**src/sv/brs_pkg.sv**
```systemverilog
// Shared types, codes, constants and the ramp table for the backlight ramp sequencer.
`default_nettype none
package brs_pkg;

  localparam int TableDepthDef = 44;
  localparam int IdxW          = 6;
  localparam int LuxW          = 24;
  localparam int BrightW       = 8;
  localparam int DelayW        = 10;
  localparam int CfgIdxW       = 2;
  localparam int CfgDataW      = 24;

  localparam logic [LuxW-1:0]    LuxThresholdRst   = 24'd512;
  localparam logic [BrightW-1:0] RampCeilingRst    = 8'd30;
  localparam logic [DelayW-1:0]  StartDelayRst     = 10'd100;
  localparam logic [DelayW-1:0]  RampIntervalRst   = 10'd75;

  typedef enum logic [2:0] {
    OpStart = 3'd0,
    OpStop  = 3'd1,
    OpLight = 3'd2,
    OpDelay = 3'd3,
    OpTick  = 3'd4
  } op_e;

  typedef enum logic [1:0] {
    ActNone     = 2'd0,
    ActArmDelay = 2'd1,
    ActSet      = 2'd2,
    ActEnd      = 2'd3
  } action_e;

  typedef enum logic [CfgIdxW-1:0] {
    CfgLuxThreshold = 2'd0,
    CfgRampCeiling  = 2'd1,
    CfgStartDelay   = 2'd2,
    CfgRampInterval = 2'd3
  } cfg_reg_e;

  typedef enum logic [5:0] {
    PhInit      = 6'b000001,
    PhWaitBoth  = 6'b000010,
    PhWaitLight = 6'b000100,
    PhWaitDelay = 6'b001000,
    PhRamp      = 6'b010000,
    PhEnd       = 6'b100000
  } phase_e;

  typedef struct packed {
    action_e             action;
    logic [BrightW-1:0]  value;
    logic [DelayW-1:0]   delay;
    logic [2:0]          phase;
  } res_t;

  function automatic logic [2:0] phase_code(phase_e ph);
    logic [2:0] code;
    unique case (ph)
      PhInit:      code = 3'd0;
      PhWaitBoth:  code = 3'd1;
      PhWaitLight: code = 3'd2;
      PhWaitDelay: code = 3'd3;
      PhRamp:      code = 3'd4;
      PhEnd:       code = 3'd5;
      default:     code = 3'd0;
    endcase
    return code;
  endfunction

  // Stock brightness steps; everything past the stock entries reads as full scale.
  function automatic logic [BrightW-1:0] ramp_entry(logic [IdxW-1:0] idx);
    logic [BrightW-1:0] v;
    case (idx)
      6'd0:  v = 8'd4;    6'd1:  v = 8'd4;    6'd2:  v = 8'd5;    6'd3:  v = 8'd5;
      6'd4:  v = 8'd6;    6'd5:  v = 8'd6;    6'd6:  v = 8'd7;    6'd7:  v = 8'd8;
      6'd8:  v = 8'd9;    6'd9:  v = 8'd9;    6'd10: v = 8'd10;   6'd11: v = 8'd11;
      6'd12: v = 8'd13;   6'd13: v = 8'd14;   6'd14: v = 8'd15;   6'd15: v = 8'd17;
      6'd16: v = 8'd18;   6'd17: v = 8'd20;   6'd18: v = 8'd22;   6'd19: v = 8'd24;
      6'd20: v = 8'd27;   6'd21: v = 8'd30;   6'd22: v = 8'd33;   6'd23: v = 8'd36;
      6'd24: v = 8'd39;   6'd25: v = 8'd43;   6'd26: v = 8'd48;   6'd27: v = 8'd52;
      6'd28: v = 8'd58;   6'd29: v = 8'd63;   6'd30: v = 8'd70;   6'd31: v = 8'd77;
      6'd32: v = 8'd84;   6'd33: v = 8'd93;   6'd34: v = 8'd102;  6'd35: v = 8'd112;
      6'd36: v = 8'd124;  6'd37: v = 8'd136;  6'd38: v = 8'd150;  6'd39: v = 8'd166;
      6'd40: v = 8'd181;  6'd41: v = 8'd199;  6'd42: v = 8'd219;  6'd43: v = 8'd241;
      default: v = 8'd255;
    endcase
    return v;
  endfunction

endpackage
`default_nettype wire

```
**src/sv/backlight_ramp_sequencer.sv**
```systemverilog
// Backlight ramp sequencer: event-driven phase machine with ramp table lookup.
// A result is registered into the output or skid register on its input transfer.
// Throughput: one item per cycle while the skid register is empty; a two-deep
// output stage (result plus skid) keeps input transfers going while a result waits.
// Reset: phase init, stored lux and ramp index zero, registers at reset values,
// no result pending.
`default_nettype none
module backlight_ramp_sequencer #(
  parameter int TABLE_DEPTH = brs_pkg::TableDepthDef
) (
  input  wire logic                          clk_i,
  input  wire logic                          rst_ni,

  input  wire logic                          cfg_valid_i,
  output logic                               cfg_ready_o,
  input  wire logic [brs_pkg::CfgIdxW-1:0]   cfg_index_i,
  input  wire logic [brs_pkg::CfgDataW-1:0]  cfg_data_i,

  input  wire logic                          in_valid_i,
  output logic                               in_ready_o,
  input  wire logic [2:0]                    op_i,
  input  wire logic [brs_pkg::LuxW-1:0]      lux_i,
  input  wire logic [brs_pkg::BrightW-1:0]   current_brightness_i,
  input  wire logic                          brightness_valid_i,

  output logic                               out_valid_o,
  input  wire logic                          out_ready_i,
  output logic [1:0]                         action_o,
  output logic [brs_pkg::BrightW-1:0]        brightness_value_o,
  output logic [brs_pkg::DelayW-1:0]         timer_delay_ms_o,
  output logic [2:0]                         phase_now_o
);

  localparam int IdxW = brs_pkg::IdxW;
  localparam logic [IdxW-1:0] DepthL = IdxW'(TABLE_DEPTH);

  // configuration registers
  logic [brs_pkg::LuxW-1:0]    lux_thr_q;
  logic [brs_pkg::BrightW-1:0] ceiling_q;
  logic [brs_pkg::DelayW-1:0]  start_dly_q;
  logic [brs_pkg::DelayW-1:0]  ramp_int_q;

  brs_pkg::phase_e             phase_q, phase_d;
  logic [brs_pkg::LuxW-1:0]    lux_q, lux_d;
  logic [IdxW-1:0]             idx_q, idx_d;

  brs_pkg::res_t               res;
  brs_pkg::res_t               out_q, skid_q;
  logic                        out_vld_q, skid_vld_q;

  logic                        in_xfer;
  logic                        out_xfer;
  logic [63:0]                 le_vec;
  logic [IdxW-1:0]             begin_idx;
  logic [IdxW-1:0]             step_idx;
  logic [brs_pkg::BrightW-1:0] step_val;
  logic                        begin_req;
  logic                        step_req;
  brs_pkg::phase_e             phase_n;

  assign cfg_ready_o = 1'b1;
  assign in_ready_o  = !skid_vld_q;
  assign in_xfer     = in_valid_i && in_ready_o;
  assign out_xfer    = out_vld_q && out_ready_i;

  // Table is nondecreasing, so the first entry above the brightness sits at
  // the count of entries at or below it.
  always_comb begin
    for (int i = 0; i < 64; i++) begin
      le_vec[i] = (i < TABLE_DEPTH) &&
                  (brs_pkg::ramp_entry(IdxW'(i)) <= current_brightness_i);
    end
    begin_idx = IdxW'($countones(le_vec));
  end

  always_comb begin
    phase_n    = phase_q;
    lux_d      = lux_q;
    idx_d      = idx_q;
    begin_req  = 1'b0;
    step_req   = 1'b0;
    step_idx   = idx_q;
    step_val   = '0;
    res.action = brs_pkg::ActNone;
    res.value  = '0;
    res.delay  = '0;

    case (op_i)
      brs_pkg::OpStart: begin
        phase_n    = brs_pkg::PhWaitBoth;
        res.action = brs_pkg::ActArmDelay;
        res.delay  = start_dly_q;
      end
      brs_pkg::OpStop: begin
        if (phase_q != brs_pkg::PhInit && phase_q != brs_pkg::PhEnd) begin
          phase_n    = brs_pkg::PhEnd;
          res.action = brs_pkg::ActEnd;
        end
      end
      brs_pkg::OpLight: begin
        lux_d = lux_i;
        if (phase_q == brs_pkg::PhWaitBoth) begin
          phase_n = brs_pkg::PhWaitDelay;
        end else if (phase_q == brs_pkg::PhWaitLight) begin
          begin_req = 1'b1;
        end
      end
      brs_pkg::OpDelay: begin
        if (phase_q == brs_pkg::PhWaitBoth) begin
          phase_n = brs_pkg::PhWaitLight;
        end else if (phase_q == brs_pkg::PhWaitDelay) begin
          begin_req = 1'b1;
        end
      end
      brs_pkg::OpTick: begin
        if (phase_q == brs_pkg::PhRamp) begin
          step_req = 1'b1;
        end
      end
      default: ;
    endcase

    // lux_d holds the sample carried by this item on OpLight, else the stored sample
    if (begin_req) begin
      phase_n = brs_pkg::PhRamp;
      if (!(lux_d < lux_thr_q)) begin
        phase_n    = brs_pkg::PhEnd;
        res.action = brs_pkg::ActEnd;
      end else if (brightness_valid_i) begin
        idx_d    = begin_idx;
        step_idx = begin_idx;
        step_req = 1'b1;
      end
    end

    if (step_req && step_idx < DepthL) begin
      step_val = brs_pkg::ramp_entry(step_idx);
      idx_d    = step_idx + 1'b1;
      if (step_val <= ceiling_q) begin
        res.action = brs_pkg::ActSet;
        res.value  = step_val;
        res.delay  = ramp_int_q;
      end
    end

    phase_d   = phase_n;
    res.phase = brs_pkg::phase_code(phase_n);
  end

  always_ff @(posedge clk_i or negedge rst_ni) begin
    if (!rst_ni) begin
      lux_thr_q   <= brs_pkg::LuxThresholdRst;
      ceiling_q   <= brs_pkg::RampCeilingRst;
      start_dly_q <= brs_pkg::StartDelayRst;
      ramp_int_q  <= brs_pkg::RampIntervalRst;
    end else if (cfg_valid_i && cfg_ready_o) begin
      unique case (cfg_index_i)
        brs_pkg::CfgLuxThreshold: lux_thr_q   <= cfg_data_i;
        brs_pkg::CfgRampCeiling:  ceiling_q   <= cfg_data_i[brs_pkg::BrightW-1:0];
        brs_pkg::CfgStartDelay:   start_dly_q <= cfg_data_i[brs_pkg::DelayW-1:0];
        brs_pkg::CfgRampInterval: ramp_int_q  <= cfg_data_i[brs_pkg::DelayW-1:0];
        default: ;
      endcase
    end
  end

  always_ff @(posedge clk_i or negedge rst_ni) begin
    if (!rst_ni) begin
      phase_q <= brs_pkg::PhInit;
      lux_q   <= '0;
      idx_q   <= '0;
    end else if (in_xfer) begin
      phase_q <= phase_d;
      lux_q   <= lux_d;
      idx_q   <= idx_d;
    end
  end

  // output register with skid stage
  always_ff @(posedge clk_i or negedge rst_ni) begin
    if (!rst_ni) begin
      out_vld_q  <= 1'b0;
      skid_vld_q <= 1'b0;
    end else if (in_xfer) begin
      if (!out_vld_q || out_ready_i) begin
        out_vld_q <= 1'b1;
      end else begin
        skid_vld_q <= 1'b1;
      end
    end else if (out_xfer) begin
      if (skid_vld_q) begin
        skid_vld_q <= 1'b0;
      end else begin
        out_vld_q <= 1'b0;
      end
    end
  end

  always_ff @(posedge clk_i) begin
    if (in_xfer) begin
      if (!out_vld_q || out_ready_i) begin
        out_q <= res;
      end else begin
        skid_q <= res;
      end
    end else if (out_xfer && skid_vld_q) begin
      out_q <= skid_q;
    end
  end

  assign out_valid_o        = out_vld_q;
  assign action_o           = out_q.action;
  assign brightness_value_o = out_q.value;
  assign timer_delay_ms_o   = out_q.delay;
  assign phase_now_o        = out_q.phase;

endmodule
`default_nettype wire
```
**config.mk**
```make
export PLATFORM = sky130hd
export DESIGN_NAME = backlight_ramp_sequencer
export DESIGN_NICKNAME = d
export VERILOG_FILES = /design/src/sv/brs_pkg.sv /design/src/sv/backlight_ramp_sequencer.sv
export SDC_FILE = /design/constraint.sdc
export NUM_CORES = 1
export LEC_CHECK = 0
export BUFFER_PORTS_ARGS = -buffer_cell sky130_fd_sc_hd__buf_2
export CORE_MARGIN = 3
export CORE_UTILIZATION = 35
export CTS_BUF_LIST = sky130_fd_sc_hd__clkbuf_4 sky130_fd_sc_hd__clkbuf_8
export DETAILED_ROUTE_END_ITERATION = 7
export SLEW_MARGIN = 40
export SYNTH_ARGS = -nofsm -noshare
export SYNTH_HDL_FRONTEND = slang
export SYNTH_SLANG_ARGS = --single-unit
```
**constraint.sdc**
```tcl
create_clock -name clk_i -period 7.7 [get_ports clk_i]
set_input_delay 1.54 -clock clk_i [delete_from_list [all_inputs] [get_ports clk_i]]
set_output_delay 1.54 -clock clk_i [all_outputs]
set_load 0.02 [all_outputs]
```
Word-level counts from Yosys, hierarchy flattened
Memory sizes are Yosys's and may differ from the RTL's. Cells that the tools add are included.

Bitwise logic cells: 1. Equality and inequality tests: 21. Magnitude comparators: 43. Mux-type cells: 40. Reductions and logical operators: 20. $add $sub $neg: 44.

Operators with widths (number): $mux 23 (3); $le 6x8->1 const A (8); $le 4x8->1 const A (7); $le 5x8->1 const A (7); $le 7x8->1 const A (7); $le 8x8->1 const A (7); $mux 6 (9); $add 1x1->2 (22); $mux 20 (2); $add 2x2->3 (11); $le 3x8->1 const A (4); $lt 24x24->1 (1); $mux 24 (1); $pmux 6 s4 (1); $add 3x3->4 (5); $mux 1 (16); $pmux 3 s5 (1); $reduce_and 2->1 (7); $eq 6x2->1 const B (2); $eq 6x3->1 const B (2); $eq 6x4->1 const B (2); $eq 6x5->1 const B (2); $add 4x4->5 (2); $mux 10 (1); 28 further kinds (39).

Output and inout bits: 26. Register bits after elaboration: 136. Memories: 1. Logic and storage cells: 187. Bits in read-only memories: 512. Input bits: 67.

Memory list: (name not given) (depth 64, bits a word 8, rd ports 1, clocked after memory_dff 0, wr ports 0, line brs_pkg.sv:73) `case (idx)`.

Logic depth before layout (Yosys ltp)
Word-level depth: 18. Mapped depth: 38. Gate-level depth less buffers: 34.

Worst setup path after synthesis
No wires, ideal clock.

Path type: input to register. Start: input port current_brightness_i[5] (netlist bit). End: register out_q (netlist bit action_o[1]) (data pin). Library setup time: 260 ps. Data required time: 7440 ps. Arrival: 9926 ps. Stages: 32. Buffers on the path: 2. Path slack: -2485 ps. Path through: clkbuf_1 nor4_1 and2_1 o21a_1 fa_1 fa_1 fa_1 fa_1 fa_1 inv_1 fa_1 fa_1 a21oi_1 inv_1 ha_1 inv_1 o211ai_1 a221o_1 or3_1 o21ai_0 a311oi_1 ha_1 nor2b_1 o21ai_0 nand2b_1 a21oi_1 o21ai_0 o21a_1 nand2b_1 clkbuf_1 o221ai_1 mux2_2.

RTL lines: start: declaration (line backlight_ramp_sequencer.sv:23) `input wire logic [brs_pkg::BrightW-1:0] current_brightness_i,`; end signal: assignment (line backlight_ramp_sequencer.sv:202) `out_q <= res;`; end signal: assignment (line backlight_ramp_sequencer.sv:207) `out_q <= skid_q;`; end: declaration (line backlight_ramp_sequencer.sv:48) `brs_pkg::res_t out_q, skid_q;`.

==> summary.md <==
| Metric | Value |
|---|---|
| Clock Pin Slew Worst Setup and Hold Paths | 80 ps |
| Worst Tran Pin Value | roughly 710 ps |
| Antenna violations before repair | 3 |
| Sequential fraction of the synthesis area | 0.390 |
| Gate Count Post-Synth | just under 1000 |
| Die area | between 20000 and 30000 um^2 |
| Post-DR vias/cell | 5.10 |
| DR WL/cell | around 16 um |
| Clk_skew | about 16 ps |
| Top-area cell type share of the netlist area | 0.206 |
| CP startpoint kind | input pin |
| Syn Std Cell Area | around 9400 um^2 |
| Post-synth EDFFs | 46 |
| H-tree depth | 4 |
| Placer congestion estimate | between 0.8 and 0.9 |
| Synth unique cells | 77 |
| GRT Overall Usage | 0.176 |
| CP arrival | just over 9000 ps |
| Ys flop type | dfrtp_1 |
| RSZ-0062 raised after global routing | true |
| Cts hold-fix bufs | 0 |
| Fin. Hold Viols | 0 |
| Clk buf depth | 2 |
| Flops & latches, synth | 136 |
| Global-route wire length before repair | 40700 um |
| Slew margin rel. | 0.529 |
| Ports | between 90 and 100 |
| First-pass DRT Iterations | 5 |
| Clk sinks | approximately 140 |
| Status | complete, but fails checks |
| Avg Cell Area, Syn | 9.68 um^2 |
| Chip height | 169 um |
| DR iter-0 viols | about 550 |
| Maximum number of pins on one net before global-route repair | 75 |
| FP Rows | between 50 and 60 |
| Fin util | 0.466 |
| Detailed-route wire length | 25200 um |
| CORE AREA | between 20000 and 30000 um^2 |
| Largest fanout on the critical path | 7 |
| Area grow syn2layout | 30.1% |
| Die width | between 150 and 200 um |
| Share of cells above drive strength 1 | 0.368 |
| Endpoint type of the worst setup path | register |
| Mapped Nets | between 1000 and 1500 |
| # Max-Cap Violations | 0 |
| Final worst slack | -1160 ps |
| Max incr delay on CP | 620 ps |
| Yosys top cell by area | dfrtp_1 |
| Critical setup path kind | input pin to register |
| Final ANT Viol Nets | 0 |
| Failing checks | negative setup slack |
| CTS tree | done |
| Vias | ~7800 |
| Final Max Slew Viols | 0 |
| Post-DP HPWL | between 15000 and 20000 um |
| TritonCTS Buffers | 17 |
| Synth top area cells | dfrtp_1 21%, edfxtp_1 15%, mux2_2 8.7% |
| Yosys warns | 0 |
| PortBufs | 91 |
| Peak Freq | 113 MHz |
| Critical Path RT | about 8000 ps |
| Clk Latency, worst-skew pair | between 400 and 500 ps |
| Most used cell, CP | fa_1 |
| # diodes | 0 |
| Fin nets | about 1300 |
| Ys async rst share | 0.662 |
| Final setup viols | 38 |
| Tcrit/Tclk final | 1.15 |
| Vias in the first global route | approximately 7900 |
| Worst Hold Class | register to register |
| Total gr overflow | 0 |
| Final Critical Period | 8860 ps |
| Post-route DRC | 0 |
| CP max-delay cell | fa_2 |
| Root Buffer | clkbuf_8 |
| Initial Util | 0.358 |
worst paths after layout:
check	startpoint	to	slack (ps)	cells after the start
max	current_brightness_i[4]	timer_delay_ms_o[1]$_DFFE_PP_	-1160	32
min	lux_q[7]$_DFFE_PN0P_	lux_q[7]$_DFFE_PN0P_	470	2
max reg2reg	phase_q[4]$_DFFE_PN0P_	timer_delay_ms_o[1]$_DFFE_PP_	2010	25
min reg2reg	lux_q[7]$_DFFE_PN0P_	lux_q[7]$_DFFE_PN0P_	470	2
max in group asynchronous	rst_ni	start_dly_q[7]$_DFFE_PN0P_	5780	2
min in group asynchronous	rst_ni	start_dly_q[8]$_DFFE_PN0P_	950	1
metal layers:
layer	routed length (um)	up-vias	global-route usage	share of wire
met2	11600	209	0.283	0.46
li1	-	3810	-	-
met5	34	-	0	0.0013
met1	11800	3745	0.245	0.47
met4	310	6	0.0391	0.012
met3	1520	38	0.0405	0.060
cells by family (layout without fill, tap and decap cells):
logic type      after synthesis  count (layout)  synth area share
compound gates              214             214             0.152
xor+xnor                     11              11            0.0103
fa+ha+maj                    81              81             0.133
buf+inv                     135             365            0.0590
flops                       136             136             0.390
mux                          87              87             0.104
other cells                   1               1          0.000401
simple gates                301             301             0.150
per-stage QoR:
stage / instance area [um^2] / instances / hold WS [ps] / setup slack, ps / TNS [ps]
after global placement: 11200 / 1480 / 453 / -1730 / -61960
after CTS: 12000 / 1528 / 478 / -1170 / -38660
final: 12200 / 1531 / 470 / -1160 / -38000
after floorplan: 9530 / 966 / 442 / -1390 / -46060
after global routing: 12200 / 1531 / 503 / -1420 / -48580
after detailed placement: 11200 / 1480 / 459 / -1860 / -65470
cells in the final DEF, fill, tap and decap left out, drive strengths merged, types with 5 or more instances in the layout:
cell type,netlist,layout
a211oi,8,8
a21o,14,14
a21oi,47,47
a22o,15,15
a31oi,6,6
and2,6,6
buf,13,246
clkbuf,36,23
dfrtp,77,77
dfstp,13,13
edfxtp,46,46
fa,31,31
ha,50,50
inv,86,87
mux2,74,74
mux2i,13,13
nand2,164,164
nand2b,13,13
nand3,16,16
nand3b,5,5
nand4,8,8
nor2,40,40
nor2b,6,6
nor3,18,18
nor4,5,5
o211ai,8,8
o21a,6,6
o21ai,68,68
or3,7,7
xnor2,7,7
synthesized netlist by cell type, types with 15 or more instances:
cell type    n
nand2_1    164
edfxtp_1    46
nor2_1      40
a21oi_1     45
ha_1        50
mux2_2      72
fa_1        31
nand3_1     16
dfrtp_1     77
nor3_1      16
clkbuf_1    36
o21ai_0     62
a22o_1      15
inv_1       86
cell type report:
| type | count | area [um^2] |
|---|---|---|
| Fill cell | 2473 | 14000 |
| Multi-Input combinational cell | 695 | 5520 |
| Sequential cell | 136 | 3650 |
| Timing Repair Buffer | 247 | 1800 |
| Tap cell | 335 | 419 |
| Inverter | 86 | 323 |
| Clock buffer | 22 | 297 |
| Clock inverter | 10 | 164 |
state kept, by name, summed over array words and instances, names as in the netlist:
| name | flops |
|---|---|
| lux_q | 24 |
| ramp_int_q | 10 |
| timer_delay_ms_o | 10 |
| brightness_value_o | 8 |
| action_o | 2 |
| lux_thr_q | 24 |
| phase_now_o | 3 |
| start_dly_q | 10 |
| out_valid_o | 1 |
| ceiling_q | 8 |
| idx_q | 6 |
| skid_vld_q | 1 |
| skid_q | 23 |
| phase_q | 6 |
worst max-delay path, delay by kind of cell:
| kind | cells | cell delay, ps |
|---|---|---|
| adder cells (fa/ha/maj) | 9 | 4050 |
| AO/OA/AOI/OAI | 10 | 1320 |
| AND/OR/NAND/NOR | 6 | 1180 |
| buffers and inverters | 6 | 690 |
| multiplexers | 1 | 260 |
repair_timing:
action / 4_1_cts / 5_1_grt
pin swaps: 28 / 14
cloned: 0 / 1
buffers inserted: 16 / 6
gates resized for setup: 50 / 44
endpoints found under the setup margin: 38 / 43
Power is left out: the tool's default activity adds up to more than one toggle a clock period on the data nets, which glitch-free logic cannot reach.
